===== src/design/assert_macros.svh =====
// Assertion helpers included by nge_seq.sv.
`ifndef ASSERT_MACROS_SVH
`define ASSERT_MACROS_SVH

// The property must hold at every rising edge outside reset.
`define ASSERT_AT(label, clk, rst_n, prop, msg) \
	label: assert property (@(posedge clk) disable iff (!rst_n) prop) \
		else $error(msg);

// The condition must never be seen at a rising edge outside reset.
`define ASSERT_NEVER(label, clk, rst_n, cond, msg) \
	label: assert property (@(posedge clk) disable iff (!rst_n) !(cond)) \
		else $error(msg);

`endif


===== src/design/nge_pkg.sv =====
package nge_pkg;

	localparam int MAX_LEN = 64;
	localparam int DEPTH   = 64;
	localparam int IDX_W   = 6;
	localparam int CNT_W   = 7;
	localparam int VAL_W   = 32;

	typedef struct packed {
		logic signed [VAL_W-1:0] value;
		logic                    last;
	} item_t;

	typedef struct packed {
		logic [IDX_W-1:0] element_index;
		logic [IDX_W-1:0] next_index;
		logic             has_greater;
		logic             overflow;
		logic             last_result;
	} result_t;

	typedef struct packed {
		logic [IDX_W-1:0]        index;
		logic signed [VAL_W-1:0] value;
	} entry_t;

	typedef struct packed {
		logic             we;
		logic [IDX_W-1:0] waddr;
		entry_t           wdata;
		logic [IDX_W-1:0] raddr;
	} mem_req_t;

	typedef struct packed {
		logic    valid;
		result_t res;
	} emit_t;

	typedef enum logic [2:0] {
		ST_IDLE,
		ST_CMP,
		ST_PUSH,
		ST_WAIT,
		ST_FLUSH,
		ST_OVF
	} state_t;

endpackage


===== src/design/nge_stack_mem.sv =====
module nge_stack_mem (
	input  logic              clk,
	input  nge_pkg::mem_req_t req,
	output nge_pkg::entry_t   rd_data
);
	import nge_pkg::*;

	entry_t mem [DEPTH];

	always_ff @(posedge clk) begin
		if (req.we) begin
			mem[req.waddr] <= req.wdata;
		end
		rd_data <= mem[req.raddr];
	end

endmodule


===== src/design/nge_seq.sv =====
`include "assert_macros.svh"

module nge_seq (
	input  logic              clk,
	input  logic              arst_n,
	input  logic              item_valid,
	output logic              item_ready,
	input  nge_pkg::item_t    item,
	output nge_pkg::emit_t    emit,
	input  logic              emit_ready,
	output nge_pkg::mem_req_t mem_req,
	input  nge_pkg::entry_t   rd_data
);
	import nge_pkg::*;

	state_t                  state_q, state_d;
	logic [CNT_W-1:0]        cnt_q, cnt_d;
	logic [CNT_W-1:0]        pos_q, pos_d;
	logic                    ovf_q, ovf_d;
	logic                    pend_q, pend_d;
	logic [IDX_W-1:0]        pend_idx_q, pend_idx_d;
	logic signed [VAL_W-1:0] val_q;
	logic                    last_q;
	logic                    capture;
	logic                    greater;
	logic [CNT_W-1:0]        top_addr;

	// The single comparator: current value against the entry on top of the stack.
	assign greater = $signed(val_q) > $signed(rd_data.value);

	always_comb begin
		state_d       = state_q;
		cnt_d         = cnt_q;
		pos_d         = pos_q;
		ovf_d         = ovf_q;
		pend_d        = pend_q;
		pend_idx_d    = pend_idx_q;
		capture       = 1'b0;
		item_ready    = 1'b0;
		emit          = '0;
		mem_req.we    = 1'b0;
		mem_req.waddr = cnt_q[IDX_W-1:0];
		mem_req.wdata = '{index: pos_q[IDX_W-1:0], value: val_q};
		case (state_q)
			ST_IDLE: begin
				item_ready = 1'b1;
				if (item_valid) begin
					capture = 1'b1;
					if (pos_q >= CNT_W'(MAX_LEN)) begin
						ovf_d = 1'b1;
						if (!item.last || cnt_q == '0) begin
							state_d = ST_OVF;
						end else begin
							state_d = ST_FLUSH;
						end
					end else begin
						ovf_d   = 1'b0;
						state_d = (cnt_q == '0) ? ST_PUSH : ST_CMP;
					end
				end
			end
			ST_CMP: begin
				// A popped answer is held until the next compare shows whether it
				// is the final answer of the transaction.
				emit.valid             = pend_q;
				emit.res.element_index = pend_idx_q;
				emit.res.next_index    = pos_q[IDX_W-1:0];
				emit.res.has_greater   = 1'b1;
				if (cnt_q != '0 && greater) begin
					if (!pend_q || emit_ready) begin
						pend_d     = 1'b1;
						pend_idx_d = rd_data.index;
						cnt_d      = cnt_q - CNT_W'(1);
					end
				end else begin
					emit.res.last_result = !last_q;
					if (!pend_q || emit_ready) begin
						pend_d  = 1'b0;
						state_d = ST_PUSH;
					end
				end
			end
			ST_PUSH: begin
				mem_req.we = 1'b1;
				cnt_d      = cnt_q + CNT_W'(1);
				pos_d      = pos_q + CNT_W'(1);
				state_d    = last_q ? ST_WAIT : ST_IDLE;
			end
			ST_WAIT: begin
				// Lets the freshly pushed entry come out of the memory read port.
				state_d = ST_FLUSH;
			end
			ST_FLUSH: begin
				emit.valid             = 1'b1;
				emit.res.element_index = rd_data.index;
				emit.res.overflow      = ovf_q;
				emit.res.last_result   = (cnt_q == CNT_W'(1));
				if (emit_ready) begin
					cnt_d = cnt_q - CNT_W'(1);
					if (cnt_q == CNT_W'(1)) begin
						pos_d   = '0;
						state_d = ST_IDLE;
					end
				end
			end
			ST_OVF: begin
				emit.valid           = 1'b1;
				emit.res.overflow    = 1'b1;
				emit.res.last_result = 1'b1;
				if (emit_ready) begin
					if (last_q) begin
						cnt_d = '0;
						pos_d = '0;
					end
					state_d = ST_IDLE;
				end
			end
			default: begin
				state_d = ST_IDLE;
			end
		endcase
	end

	// Always address the entry that will be on top in the next cycle; during a push the read returns the old contents.
	assign top_addr       = cnt_d - CNT_W'(1);
	assign mem_req.raddr  = top_addr[IDX_W-1:0];

	always_ff @(posedge clk or negedge arst_n) begin
		if (!arst_n) begin
			state_q    <= ST_IDLE;
			cnt_q      <= '0;
			pos_q      <= '0;
			ovf_q      <= 1'b0;
			pend_q     <= 1'b0;
			pend_idx_q <= '0;
		end else begin
			state_q    <= state_d;
			cnt_q      <= cnt_d;
			pos_q      <= pos_d;
			ovf_q      <= ovf_d;
			pend_q     <= pend_d;
			pend_idx_q <= pend_idx_d;
		end
	end

	always_ff @(posedge clk) begin
		if (capture) begin
			val_q  <= item.value;
			last_q <= item.last;
		end
	end

	`ASSERT_AT(a_cnt_bound, clk, arst_n, cnt_q <= CNT_W'(DEPTH), "stack count beyond depth")
	`ASSERT_AT(a_pos_bound, clk, arst_n, pos_q <= CNT_W'(MAX_LEN), "position beyond limit")
	`ASSERT_NEVER(a_read_empty, clk, arst_n,
		(state_q == ST_CMP && cnt_q == '0 && !pend_q) || (state_q == ST_FLUSH && cnt_q == '0),
		"top read on empty stack")
	`ASSERT_AT(a_pop_order, clk, arst_n,
		(emit.valid && emit.res.has_greater) |->
		(emit.res.element_index < emit.res.next_index), "popped index not older")
	`ASSERT_AT(a_end_idle, clk, arst_n,
		(emit.valid && emit_ready && emit.res.last_result) |=>
		(state_q == ST_IDLE || state_q == ST_PUSH),
		"final result not followed by idle or push")

endmodule


===== src/design/next_greater_element_stream.sv =====
// Streaming next-greater-element finder.
// item channel (item_valid/item_ready/item): one signed 32-bit value per
// transaction, numbered from 0 by the block; item.last closes a sequence.
// result channel (result_valid/result_ready/result): one transaction per
// answer. Each arriving value answers every older waiting element it strictly
// exceeds; on last, all elements still waiting are answered with has_greater
// low, newest first. result.last_result marks the final answer of an item.
// Items past MAX_LEN in one sequence are dropped with one overflow answer,
// or, if it is a last item with elements waiting, by overflow on the flush answers.
// One item is worked on at a time, and item_ready is high only while idle.
// Items meet stacked entries one at a time, paced by the one comparator and
// the single read port of the stack memory; a last item flushes them in turn.
// Results come from an output register, in the cycle after they are produced.
// A stalled result channel holds the sequencer on the pending answer while
// the output register keeps its transaction; nothing is lost.
// Reset clears the stack count and position; stack contents are not cleared.
module next_greater_element_stream (
	input  logic             clk,
	input  logic             arst_n,
	input  logic             item_valid,
	output logic             item_ready,
	input  nge_pkg::item_t   item,
	output logic             result_valid,
	input  logic             result_ready,
	output nge_pkg::result_t result
);
	import nge_pkg::*;

	emit_t    emit;
	logic     emit_ready;
	mem_req_t mem_req;
	entry_t   rd_data;
	logic     result_valid_q;
	result_t  result_q;

	nge_seq u_seq (
		.clk        (clk),
		.arst_n     (arst_n),
		.item_valid (item_valid),
		.item_ready (item_ready),
		.item       (item),
		.emit       (emit),
		.emit_ready (emit_ready),
		.mem_req    (mem_req),
		.rd_data    (rd_data)
	);

	nge_stack_mem u_mem (
		.clk     (clk),
		.req     (mem_req),
		.rd_data (rd_data)
	);

	assign emit_ready = !result_valid_q || result_ready;

	always_ff @(posedge clk or negedge arst_n) begin
		if (!arst_n) begin
			result_valid_q <= 1'b0;
		end else if (emit_ready) begin
			result_valid_q <= emit.valid;
		end
	end

	always_ff @(posedge clk) begin
		if (emit.valid && emit_ready) begin
			result_q <= emit.res;
		end
	end

	assign result_valid = result_valid_q;
	assign result       = result_q;

endmodule

===== config.mk =====
export PLATFORM = sky130hd
export DESIGN_NAME = next_greater_element_stream
export DESIGN_NICKNAME = d
export VERILOG_FILES = /design/src/design/nge_pkg.sv /design/src/design/nge_stack_mem.sv /design/src/design/nge_seq.sv /design/src/design/next_greater_element_stream.sv
export VERILOG_INCLUDE_DIRS = /design/src /design/src/design
export SDC_FILE = /design/constraint.sdc
export NUM_CORES = 2
export LEC_CHECK = 0
export ABC_CLOCK_PERIOD_IN_PS = 6880
export BUFFER_PORTS_ARGS = -buffer_cell sky130_fd_sc_hd__buf_2
export CORE_ASPECT_RATIO = 0.75
export CORE_MARGIN = 2
export CORE_UTILIZATION = 50
export CTS_CLUSTER_DIAMETER = 50
export DETAILED_ROUTE_END_ITERATION = 16
export PLACE_DENSITY = 0.68
export REMOVE_ABC_BUFFERS = 1
export SLEW_MARGIN = 5
export SYNTH_ARGS = -nofsm -noshare
export SYNTH_HDL_FRONTEND = slang
export SYNTH_SLANG_ARGS = --single-unit

===== constraint.sdc =====
create_clock -name clk -period 6.88 [get_ports clk]
set_input_delay 0.688 -clock clk [delete_from_list [all_inputs] [get_ports clk]]
set_output_delay 0.688 -clock clk [all_outputs]
set_load 0.01 [all_outputs]

==> flow_metrics.tcl <==
set metrics [dict create \
    grt_remaining_overflow 0 \
    io_pins 54 \
    worstSkewPairLatency_ns 0.87 \
    drc 0 \
    post_cts_buffers 0 \
    ys_ff_latch 2544 \
    ctsResizeCount 0 \
    post_drt_wl_per_cell_um 33.76 \
    worst-path-max-fanout 60 \
    synth.distinct_cells 91 \
    slowest_stage "or4_4" \
    synth_top_cell_by_area "edfxtp_1" \
    critPathArrivalTime_ns 7.16 \
    crit_family "simple AND/OR/NAND/NOR gates" \
    hold_path_end "u_seq.val_q[26]" \
    synth_top_family_by_area "multiplexers" \
    reg2reg_slack_ns 0.45 \
    status "complete, no violations" \
    ctsRootBufferMaster "clkbuf_16" \
    portBuffers 53 \
    muxShareOfSynthArea_pct 15.61 \
    cts_sinks 2544 \
    yosys-top-cells-count "edfxtp_1, mux4_2, nand3_1" \
    worst-path-stages 14 \
    ys_seq_area_share_pct 76.79 \
    clock_path_buffers 3 \
    worstHoldPathCells 1 \
    rows 141 \
    timing.rr.start "u_seq.val_q[31]" \
    nets 4874 \
    drv_cap 0 \
    r2r-end "u_mem.rd_data[24]" \
    synthToLayoutAreaGrowth_pct 12.30 \
    synth_warnings 0 \
    grtUsageTotal_pct 25.67 \
    holdCritStartpoint "item[27]" \
    synth-xor-area-share_pct 0.1139 \
    synthArstFlopShare_pct 1.022 \
    hold_violations 0 \
    fp.dieH_um 389.0 \
    gp_congestion 0.8448 \
    worst_setup_path_start_kind "flop" \
    yosysMostFrequentCell "edfxtp_1" \
    drt_iter0_drc 7769 \
    synth-adder-area-share_pct 0.4811 \
    hp-class "input pin to flop" \
    synth-simple-area-share_pct 2.871 \
    rsz0062_at_grt "false" \
    setup_viol 0 \
    worstRegToRegCells 14 \
    cts_made_buffers 220 \
    drt_wl_total_mm 257.9 \
    synth-edff-count 2480 \
    cts_tree "yes" \
    fmax_mhz 155.5 \
    drt-pass1-iter-count 6 \
    crit_path_end_kind "flop" \
    start_util_pct 50.24 \
    cts_max_level 4 \
    die_width_um 517.4 \
    crit_top_cell "buf_12" \
    n_fill_cell 14190 \
    path_clk_slew_ns 0.07 \
    netlist_area_um2 98820 \
    synth_compound_area_share_pct 2.540 \
    final_layout_size_suffix_gt1_share_pct 29.29 \
    min_period_over_period_pct 93.45 \
    syn_avg_cell_area_um2 21.64 \
    worstMarginPinSlew_ns 1.260 \
    multi_input_comb_area_um2 21910 \
    ant_nets 0 \
    antenna_found_initial 10 \
    first_global_vias 48630 \
    hpwl_mm 139.3 \
    die_area_um2 201300 \
    skew_ns 0.03363 \
    synthCells 4567 \
    maxSlewViolCount 0 \
    synthTopCellsByArea "edfxtp_1, mux4_2, nand3_1" \
    grt_first_pass_wirelength_mm 363.3 \
    critPathMaxStageDelay_ns 0.83 \
    crit_chain "ha_1 > nand4_1 > or4_4 > a31oi_4 > o31ai_4 > o2111a_2 > nor2_4 > buf_12 > buf_12 > buf_4 > mux4_2 > mux2_1 > o22ai_1 > nor3_2" \
    core-area_um2 196700 \
    viasPerCell 6.488 \
    required_ns 7.61 \
    yosys.area.top_type_share_pct 75.36 \
    grt_max_degree 91 \
    vias 49570 \
    crit_type "flop to flop" \
    path_buf_inv 3 \
    regArea_um2 75890 \
    ys.flop_type "edfxtp_1" \
    fin_hold_ws_ns 0.04666 \
    relSlewSlack_pct 15.83 \
    min_period_ns 6.429 \
]
per-stage QoR:
step	utilization, %	std cells	cell area (µm²)	setup WS, ns	setup TNS, ns
finish	56.42	7641	111000	0.4509	0
global route	56.41	7638	111000	0.2429	0
CTS	56.41	7636	111000	0.5764	0
detailed placement	52.66	7205	103600	0.6162	0
global placement	52.66	7205	103600	0.6538	0
floorplan	-	4298	97410	-26.41	-1013.75
sequential cells by signal (all words and copies together), names as in the netlist, 3 cells and up:
signal            flops
u_mem.mem          2432
u_mem.rd_data        38
u_seq.val_q          32
result               15
u_seq.cnt_q           7
u_seq.pos_q           7
u_seq.pend_idx_q      6
u_seq.state_q         3
placed cells by master (no fill, tap or decap), types with 58 or more instances in the layout:
cell	instances
edfxtp_1	2480
mux2_2	115
nor2_4	67
clkbuf_16	224
o21ai_0	165
buf_4	171
mux4_2	608
clkbuf_1	58
o22ai_1	72
nand3_1	298
layout make-up:
class	count	share of cell area, %
Antenna cell	5	0.01127
Clock buffer	291	5.359
Tap cell	2645	2.982
Timing Repair Buffer	279	2.235
Multi-Input combinational cell	1710	19.75
Clock inverter	123	1.133
Inverter	44	0.1488
Sequential cell	2544	68.38
worst max-delay path by stage:
stage                         start                 to
global route        u_seq.val_q[31]  u_mem.rd_data[24]
floorplan           u_seq.val_q[17]  u_mem.rd_data[36]
finish              u_seq.val_q[31]  u_mem.rd_data[24]
CTS                 u_seq.val_q[31]  u_mem.rd_data[24]
global placement    u_seq.val_q[31]  u_mem.rd_data[24]
detailed placement  u_seq.val_q[31]  u_mem.rd_data[24]
per-layer routing:
metal / track usage (%) / share of wire, % / vias up
li1: - / - / 19700
met1: 38.46 / 40 / 26260
met2: 36.65 / 44 / 3207
met3: 7.776 / 13 / 400
met4: 7.246 / 3.0 / 8
met5: 0.5287 / 0.067 / -
what timing repair did:
item / CTS / global route
setup endpoints to repair: 0 / 0
hold buffers: 17 / 0
endpoints found under the hold margin: 42 / 0
worst reg2reg max path, stage by stage (launching register included):
cell and delay, ns:
edfxtp_1 0.42, ha_1 0.59, nand4_1 0.54, or4_4 0.83
a31oi_4 0.47, o31ai_4 0.20, o2111a_2 0.33, nor2_4 0.15
buf_12 0.32, buf_12 0.48, buf_4 0.50, mux4_2 0.56
mux2_1 0.30, o22ai_1 0.51, nor3_2 0.11
logic make-up (layout without fill, tap and decap cells):
kind of cell,after synthesis,in the layout
AOI/OAI and AO/OA,364,364
xor gates and xnor gates,12,12
adders and majority gates,38,38
buffers and inverters,313,737
DFF,2544,2544
muxes,763,763
other,0,5
and+or+nand+nor,533,533
Power is not shown: default switching activity piles up to over one toggle a cycle in this logic, so the estimate is an artifact.
